===== config.mk =====
export PLATFORM = sky130hd
export DESIGN_NAME = otsu_ctrl
export DESIGN_NICKNAME = d
export VERILOG_FILES = /design/src/rtl/core/otsu_pkg.sv /design/src/rtl/core/otsu_ctrl.sv
export SDC_FILE = /design/constraint.sdc
export NUM_CORES = 1
export LEC_CHECK = 0
export BUFFER_PORTS_ARGS = -buffer_cell sky130_fd_sc_hd__buf_4
export CAP_MARGIN = 25
export CORE_ASPECT_RATIO = 1.25
export CORE_MARGIN = 5
export CORE_UTILIZATION = 25
export DETAILED_ROUTE_END_ITERATION = 8
export GPL_TIMING_DRIVEN = 0
export PLACE_DENSITY = 0.55
export SYNTH_ARGS = -nofsm -noshare
export SYNTH_HDL_FRONTEND = slang
export SYNTH_SLANG_ARGS = --single-unit

===== constraint.sdc =====
create_clock -name clk_i -period 2.09 [get_ports clk_i]
set_input_delay 0.209 -clock clk_i [delete_from_list [all_inputs] [get_ports clk_i]]
set_output_delay 0.209 -clock clk_i [all_outputs]
set_load 0.005 [all_outputs]

===== src/rtl/core/otsu_pkg.sv =====
// shared constants, request types and controller/datapath interface for the otsu threshold block
package otsu_pkg;

  localparam int unsigned MaxPixels = 65536;
  localparam int unsigned Levels    = 256;
  localparam int unsigned LvlW      = 8;
  localparam int unsigned CntW      = $clog2(MaxPixels + 1);
  localparam int unsigned SumW      = CntW + LvlW;
  localparam int unsigned DiffW     = CntW + SumW;
  localparam int unsigned DenW      = 2 * CntW;
  localparam int unsigned SqW       = 2 * DiffW;
  localparam int unsigned ProdW     = SqW + DenW;
  localparam int unsigned MulYW     = (DiffW > DenW) ? DiffW : DenW;

  typedef struct packed {
    logic [7:0] pixel;
    logic       last;
  } pix_req_t;

  typedef struct packed {
    logic [7:0] threshold;
    logic       overflow;
  } thr_req_t;

  typedef enum logic [1:0] {
    MulSq,
    MulLhs,
    MulRhs
  } mul_sel_e;

  typedef struct packed {
    logic     push;
    logic     clear;
    logic     init;
    logic     rd;
    logic     acc;
    logic     ab;
    logic     diff;
    logic     mul_start;
    mul_sel_e mul_sel;
    logic     cap_sq;
    logic     cap_lhs;
    logic     take;
    logic     next;
  } dp_cmd_t;

  typedef struct packed {
    logic busy;
    logic skip;
    logic best_zero;
    logic diff_zero;
    logic gt;
    logic last_level;
  } dp_stat_t;

endpackage


===== src/rtl/core/otsu_ctrl.sv =====
// otsu controller: pixel intake, per-level scan sequencing and result handoff
module otsu_ctrl (
  input  logic               clk_i,
  input  logic               rst_ni,
  input  logic               in_valid_i,
  input  logic               in_last_i,
  output logic               in_stall_o,
  output logic               out_valid_o,
  input  logic               out_stall_i,
  input  otsu_pkg::dp_stat_t stat_i,
  output otsu_pkg::dp_cmd_t  cmd_o
);
  import otsu_pkg::*;

  localparam logic [3:0] S_IDLE  = 4'd0;
  localparam logic [3:0] S_DRAIN = 4'd1;
  localparam logic [3:0] S_RD    = 4'd2;
  localparam logic [3:0] S_ACC   = 4'd3;
  localparam logic [3:0] S_AB    = 4'd4;
  localparam logic [3:0] S_DIFF  = 4'd5;
  localparam logic [3:0] S_SQ    = 4'd6;
  localparam logic [3:0] S_SQW   = 4'd7;
  localparam logic [3:0] S_CHK   = 4'd8;
  localparam logic [3:0] S_LHS   = 4'd9;
  localparam logic [3:0] S_LHSW  = 4'd10;
  localparam logic [3:0] S_RHS   = 4'd11;
  localparam logic [3:0] S_RHSW  = 4'd12;
  localparam logic [3:0] S_NEXT  = 4'd13;
  localparam logic [3:0] S_OUT   = 4'd14;

  logic [3:0] state_q, state_d;
  logic       push;

  assign in_stall_o  = (state_q != S_IDLE);
  assign out_valid_o = (state_q == S_OUT);
  assign push        = in_valid_i && !in_stall_o;

  always_comb begin
    state_d       = state_q;
    cmd_o         = '0;
    cmd_o.mul_sel = MulSq;
    cmd_o.push    = push;
    unique case (state_q)
      S_IDLE: begin
        if (push && in_last_i) begin
          state_d = S_DRAIN;
        end
      end
      S_DRAIN: begin
        cmd_o.init = 1'b1;
        state_d    = S_RD;
      end
      S_RD: begin
        cmd_o.rd = 1'b1;
        state_d  = S_ACC;
      end
      S_ACC: begin
        cmd_o.acc = 1'b1;
        state_d   = S_AB;
      end
      S_AB: begin
        cmd_o.ab = 1'b1;
        state_d  = S_DIFF;
      end
      S_DIFF: begin
        cmd_o.diff = 1'b1;
        state_d    = stat_i.skip ? S_NEXT : S_SQ;
      end
      S_SQ: begin
        cmd_o.mul_start = 1'b1;
        cmd_o.mul_sel   = MulSq;
        state_d         = S_SQW;
      end
      S_SQW: begin
        if (!stat_i.busy) begin
          cmd_o.cap_sq = 1'b1;
          state_d      = S_CHK;
        end
      end
      S_CHK: begin
        if (stat_i.best_zero) begin
          cmd_o.take = !stat_i.diff_zero;
          state_d    = S_NEXT;
        end else begin
          state_d = S_LHS;
        end
      end
      S_LHS: begin
        cmd_o.mul_start = 1'b1;
        cmd_o.mul_sel   = MulLhs;
        state_d         = S_LHSW;
      end
      S_LHSW: begin
        if (!stat_i.busy) begin
          cmd_o.cap_lhs = 1'b1;
          state_d       = S_RHS;
        end
      end
      S_RHS: begin
        cmd_o.mul_start = 1'b1;
        cmd_o.mul_sel   = MulRhs;
        state_d         = S_RHSW;
      end
      S_RHSW: begin
        if (!stat_i.busy) begin
          cmd_o.take = stat_i.gt;
          state_d    = S_NEXT;
        end
      end
      S_NEXT: begin
        cmd_o.next = 1'b1;
        state_d    = stat_i.last_level ? S_OUT : S_RD;
      end
      S_OUT: begin
        if (!out_stall_i) begin
          cmd_o.clear = 1'b1;
          state_d     = S_IDLE;
        end
      end
      default: begin
        state_d = S_IDLE;
      end
    endcase
  end

  always_ff @(posedge clk_i or negedge rst_ni) begin
    if (!rst_ni) begin
      state_q <= S_IDLE;
    end else begin
      state_q <= state_d;
    end
  end

  a_last_stalls: assert property (@(posedge clk_i) disable iff (!rst_ni)
    (push && in_last_i) |=> in_stall_o)
    else $error("pixel taken right after last pixel");

  a_out_blocks_in: assert property (@(posedge clk_i) disable iff (!rst_ni)
    out_valid_o |-> in_stall_o)
    else $error("input open while result pending");

  a_single_result: assert property (@(posedge clk_i) disable iff (!rst_ni)
    (out_valid_o && !out_stall_i) |=> !out_valid_o)
    else $error("result repeated");

  a_take_after_mul: assert property (@(posedge clk_i) disable iff (!rst_ni)
    cmd_o.take |-> !stat_i.busy)
    else $error("best level updated while multiplier running");

endmodule


==> out/results.ini, run 1 <==
[routing]
drc = 0
wl_per_cell_um = 13.0
drt_first_iter_violations = 9
vias_per_cell = 5.05
drt_first_pass_iters = 4
drtAntennaViolNets = 0
routed_wl_mm = 1.46
via_count = 566

[global_route]
grtUsageTotal_pct = 11.5
antenna_found_initial = 0
grt_pass1_vias = 563
grt_pass1_wl_mm = 2.32
overflow = 0
grt_max_degree = 11

[synthesis]
synth_compound_area_share_pct = 17.4
ys.flop_type = dfrtp_1
yosys.area_share.adder_pct = 0
synth_seq_cells = 4
synth_top_area_share_pct = 22.4
seq_area_frac_synth_pct = 22.4
ys_warn_count = 0
muxShareOfSynthArea_pct = 7.28
syn_inst = 63
synth_edf_count = 0
synth_area_leader_cell = dfrtp_1
synth-simple-area-share_pct = 39.5
synth_top_family_by_area = simple AND/OR/NAND/NOR gates
yosys.cell_types.count = 28
syn_area_per_cell_um2 = 7.09
syn-num-nets = 74
synth_area_um2 = 447
synth_area_leaders = dfrtp_1, nor3_1, nor2_1, nand2b_1, mux2_1
ys_async_sr_fraction_pct = 100
post_synth_most_frequent_cells = nor2_1, nor3_1, nand2_1
synth_xor_area_share_pct = 1.96

[finish]
top_regs = state_q: 4 flops
synthToLayoutAreaGrowth_pct = 56.3
diodes = 0
final_cells = 112
drive_gt1_share_pct = 36.6
largest_reg_flops = 4
nets = 106
regMostFlops = state_q

[critical_path]
path_max_fanout = 10
required_ns = 1.88
cp.arrival_ns = 1.58
crit_type = flop to output port
endpoint_kind = output port
start_kind = flop

[power_and_ir_drop]
seqPwrFrac_pct = 18.7
switching_share_pct = 47.4
p_leak_uw = 0.000345
ir_drop_mv = 0.466
power_density_mw_per_mm2 = 1340
power.internal_uw = 493
pwr-share-comb_pct = 71.2
clkPwrFrac_pct = 10.2
p_sw_uw = 444

[clocking]
cts_buffers = 3
clk_pin_slew_worst_paths_ns = 0.04
clkSinkCount = 4
cts_resized = 0
clk_path_buf_depth = 2
cts_tree = done
htree_levels = 1
cts-root-buf = clkbuf_4
postCtsSetupBuffers = 0
insertion_delay_ns = 0.24

[timing]
hold_viol_final = 0
skew_ns = 0.00560
max_freq_mhz = 558
tightest_slew_ns = 0.433
fin_ws_ns = 0.297
slew_violations = 0
grt_setup_unrepaired = false
finalCriticalPeriod_ns = 1.79
relSlewSlack_pct = 70.9
fin_crit_sh_pct = 85.8
totalNegativeSetupSlack_ns = 0
finalSetupViolations = 0

[place]
place_ws_ns = 0.378
dpl.cell_count = 108
dp_hpwl_mm = 1.18
gp_congestion = 0.744
numPortBuffers = 26

[floorplanning]
initial_core_util_pct = 25.6
core_mm2 = 0.00174
pin_count = 27
chipHeight_um = 57.3
die_area_mm2 = 0.00274
dieWidth_um = 47.8
num_rows = 17

[status]
status = completed

[run]
cap_viol_max_count = 0

[worst_hold_path]
hold_class = input port to asynchronous set/reset pin

==> power groups by stage <==
stage / clock (µW) / combinational (µW) / sequential [µW]
3_5_place_dp: 0 / 673 / 176
5_1_grt: 107 / 743 / 180
4_1_cts: 96.8 / 675 / 175
3_3_place_gp: 0 / 668 / 175
2_1_floorplan: 0 / 446 / 161
6_report: 95.2 / 667 / 175
==> worst max-delay path: stages (launching register included) <==
cell and delay (ns):
dfrtp_1 0.39, buf_6 0.15, nor4_1 0.43, and2_1 0.19
buf_4 0.10, buf_4 0.09
==> final timing paths <==
kind / depth (start not counted) / startpoint / end / slack (ns)
setup / recovery: 5 / state_q[0] / cmd_o[13] / 0.30
setup reg to reg: 5 / state_q[0] / state_q[1] / 0.38
min in group clk_i: 4 / out_stall_i / state_q[3] / 0.38
hold reg to reg: 3 / state_q[0] / state_q[0] / 0.84
max in group asynchronous: 2 / rst_ni / state_q[2] / 1.68
hold / removal: 2 / rst_ni / state_q[0] / 0.30
==> per-stage QoR <==
stage	instance area [µm²]	utilization (%)	power (µW)	hold slack (ns)
after detailed placement	666	38.2	849	0.00627
after global placement	666	38.2	844	0.00388
after CTS	698	40.0	947	0.301
after global routing	698	40.0	1030	0.313
after floorplan	447	-	606	-0.0866
final	698	40.0	937	0.303
==> timing repair <==
action                     4_1_cts  5_1_grt
setup endpoints to repair        0        0
hold endpoints to repair         4        0
hold buffers                     1        0
==> cell families (layout without fill, tap and decap cells) <==
kind of cell	Yosys count	after routing
AND/OR/NAND/NOR	33	33
buffers and inverters	10	40
flip-flops	4	4
multiplexers	3	3
AO/OA/AOI/OAI	12	12
XOR/XNOR	1	1
==> layer usage <==
metal	global-route usage, %	vias up	part of all wire [%]
met4	6.54	0	0
met2	20.0	16	56
met5	0	-	0
met1	12.8	264	37
li1	-	286	-
met3	0.946	0	7.2
==> area by class of cell <==
class                      instances  area (µm²)
sequential                         4         100
tap                               19        23.8
fill                             200        1050
buffer                             5        32.5
multi-input combinational         49         295
inverter                           5        18.8
timing repair buffer              27         205
clock buffer                       3        22.5
==> cell usage in the layout, fill, tap and decap left out, types with 2 or more instances in the layout <==
cell type,instances
a21oi_1,2
nor3_1,7
nor4_1,2
buf_2,2
o21ai_0,2
mux2_1,2
nand2b_1,4
nor2_1,7
o22ai_1,3
dfrtp_1,4
buf_4,27
inv_1,5
a211oi_1,2
clkbuf_4,3
nand2_1,6
No activity file was read; power rests on OpenSTA's default activity.
==> inputs of run 2 (changes only) <==
--- a/config.mk
+++ b/config.mk
@@ -5,14 +5,17 @@
 export SDC_FILE = /design/constraint.sdc
 export NUM_CORES = 1
 export LEC_CHECK = 0
+export ABC_AREA = 1
 export BUFFER_PORTS_ARGS = -buffer_cell sky130_fd_sc_hd__buf_4
 export CAP_MARGIN = 25
+export CELL_PAD_IN_SITES_DETAIL_PLACEMENT = 1
+export CELL_PAD_IN_SITES_GLOBAL_PLACEMENT = 2
 export CORE_ASPECT_RATIO = 1.25
 export CORE_MARGIN = 5
-export CORE_UTILIZATION = 25
+export CORE_UTILIZATION = 18
 export DETAILED_ROUTE_END_ITERATION = 8
 export GPL_TIMING_DRIVEN = 0
-export PLACE_DENSITY = 0.55
+export PLACE_DENSITY = 0.78
 export SYNTH_ARGS = -nofsm -noshare
 export SYNTH_HDL_FRONTEND = slang
 export SYNTH_SLANG_ARGS = --single-unit
==> out/results.ini, run 2 <==
[clocking]
cts_tree = done
cts-root-buf = clkbuf_4
cts_buffers = 3
htree_levels = 1
clk_path_buf_depth = 2
clk_pin_slew_worst_paths_ns = 0.04
clkSinkCount = 4
insertion_delay_ns = 0.23

[critical_path]
crit_type = flop to output port
path_max_fanout = 6
required_ns = 1.88
crit_path_end = cmd_o[1]
endpoint_kind = output port
reg2reg_from = state_q[3]
cp.arrival_ns = 1.51
rr_endpoint = state_q[2]
reg2reg_depth = 8
start_kind = flop
cp-startpoint = state_q[0]
r2r_setup_slack_ns = 0.67

[timing]
finalSetupViolations = 0
relSlewSlack_pct = 76.2
finalCriticalPeriod_ns = 1.72
grt_setup_unrepaired = false
slew_violations = 0
max_freq_mhz = 582
hold_viol_final = 0
tightest_slew_ns = 0.356
fin_crit_sh_pct = 82.2
skew_ns = 0.00335
fin_ws_ns = 0.371
totalNegativeSetupSlack_ns = 0

[floorplanning]
chipHeight_um = 68.1
core_mm2 = 0.00263
pin_count = 27
initial_core_util_pct = 18.5
die_area_mm2 = 0.00384
num_rows = 21
dieWidth_um = 56.5

[place]
place_ws_ns = 0.588
gp_congestion = 0.826
dp_hpwl_mm = 1.48
numPortBuffers = 26

[synthesis]
synth_area_leaders = nand2_1, dfrtp_1, inv_1, nor2_1, nand3_1
yosys.cell_count.top_type = nand2_1
ys_async_sr_fraction_pct = 100
synth_seq_cells = 4
ys.flop_type = dfrtp_1
post_synth_most_frequent_cells = nand2_1, inv_1, nor2_1
synth_area_leader_cell = nand2_1
seq_area_frac_synth_pct = 20.6
synth_top_area_share_pct = 30.2
ys_warn_count = 0
syn-num-nets = 106
synth_edf_count = 0
syn_inst = 95
syn_area_per_cell_um2 = 5.11
yosys.cell_types.count = 15
synth_area_um2 = 485

[finish]
fillers = 359
top_regs = state_q: 4 flops
regMostFlops = state_q
nets = 138
layout_commonest_cell = nand2_1
largest_reg_flops = 4
synthToLayoutAreaGrowth_pct = 55.7
diodes = 0
drive_gt1_share_pct = 30.4
final_cell_mix = nand2_1, buf_4, inv_1, nor2_1

[routing]
drt_first_pass_iters = 4
wl_per_cell_um = 10.4
vias_per_cell = 3.97
drt_first_iter_violations = 14
drc = 0
via_count = 631
routed_wl_mm = 1.65
drtAntennaViolNets = 0

[run]
cap_viol_max_count = 0

[power_and_ir_drop]
p_leak_uw = 0.000497
ir_drop_mv = 0.334
power_density_mw_per_mm2 = 1170

[global_route]
grtUsageTotal_pct = 8.85
grt_max_degree = 7
antenna_found_initial = 0
grt_pass1_vias = 620
grt_pass1_wl_mm = 2.75
overflow = 0

[status]
status = completed

[worst_hold_path]
hold_class = input port to flop

## run 2: cell count changes in the layout (fill, tap and decap cells not counted), moves of 3 or more
cell,before,now
nand2_1,6,39
inv_1,5,16
nor2_1,7,16
nor3_1,7,2
nand2b_1,4,0
nand3_1,0,4
nor2_2,0,3
o22ai_1,3,0
## run 2: logic make-up after synthesis
kind of cell / after synthesis / share of synthesized area (%)
AOI/OAI and AO/OA: 6 / 7.48
buffers and inverters: 18 / 14.7
and+or+nand+nor: 67 / 57.2
DFF: 4 / 20.6
## run 2: through the flow
stage                     total power, µW  std cells  hold WS (ns)  utilization, %  instance area, µm²
final                                 886        159         0.301            28.8                 756
after floorplan                       564         95       -0.0866               -                 485
after CTS                             912        159         0.297            28.8                 756
after detailed placement              812        155       0.00686            27.5                 723
after global placement                805        155       0.00421            27.5                 723
after global routing                 1010        159         0.309            28.8                 756
## run 2: worst min path at each step
stage          slack, ns      start  cells after the start    endpoint
2_1_floorplan      -0.09     rst_ni                      0  state_q[0]
3_3_place_gp       0.004     rst_ni                      1  state_q[1]
3_5_place_dp       0.007     rst_ni                      1  state_q[1]
4_1_cts             0.30     rst_ni                      2  state_q[1]
5_1_grt             0.31     rst_ni                      2  state_q[1]
6_report            0.30  stat_i[5]                      3  state_q[0]
## run 2: power breakdown
part	internal, µW	total, µW	switching [µW]
Clock	63.9	91.2	27.3
Sequential	118	180	61.6
Combinational	251	615	364
## run 2: cell type report
type	instances	area, µm²	share of cell area, %
well taps	34	42.5	5.63
multi-input cells	73	314	41.6
clock buffers	3	22.5	2.98
flip-flops and latches	4	100	13.2
inverters	17	63.8	8.44
repair buffers	27	205	27.2
plain buffers	1	7.51	0.993
## run 2: worst max-delay path, stage by stage, from the launching register on
cell     delay [ns]
dfrtp_1        0.43
nor2_1         0.29
nand2_1        0.17
nor2_1         0.11
nand2_1        0.06
o31ai_1        0.06
buf_4          0.15
## run 2: per-layer routing
metal / vias to the layer above / track usage (%) / wire length [µm]
li1: 343 / - / -
met1: 271 / 10.3 / 741
met2: 17 / 16.9 / 817
met3: 0 / 2.64 / 91
met4: 0 / 0 / 0
met5: - / 0 / 0
## run 2: repair_timing
| action | CTS | global route |
|---|---|---|
| setup buffers | 0 | 0 |
| resized for setup | 0 | 0 |
| endpoints found under the hold margin | 4 | 0 |
| hold buffers | 1 | 0 |
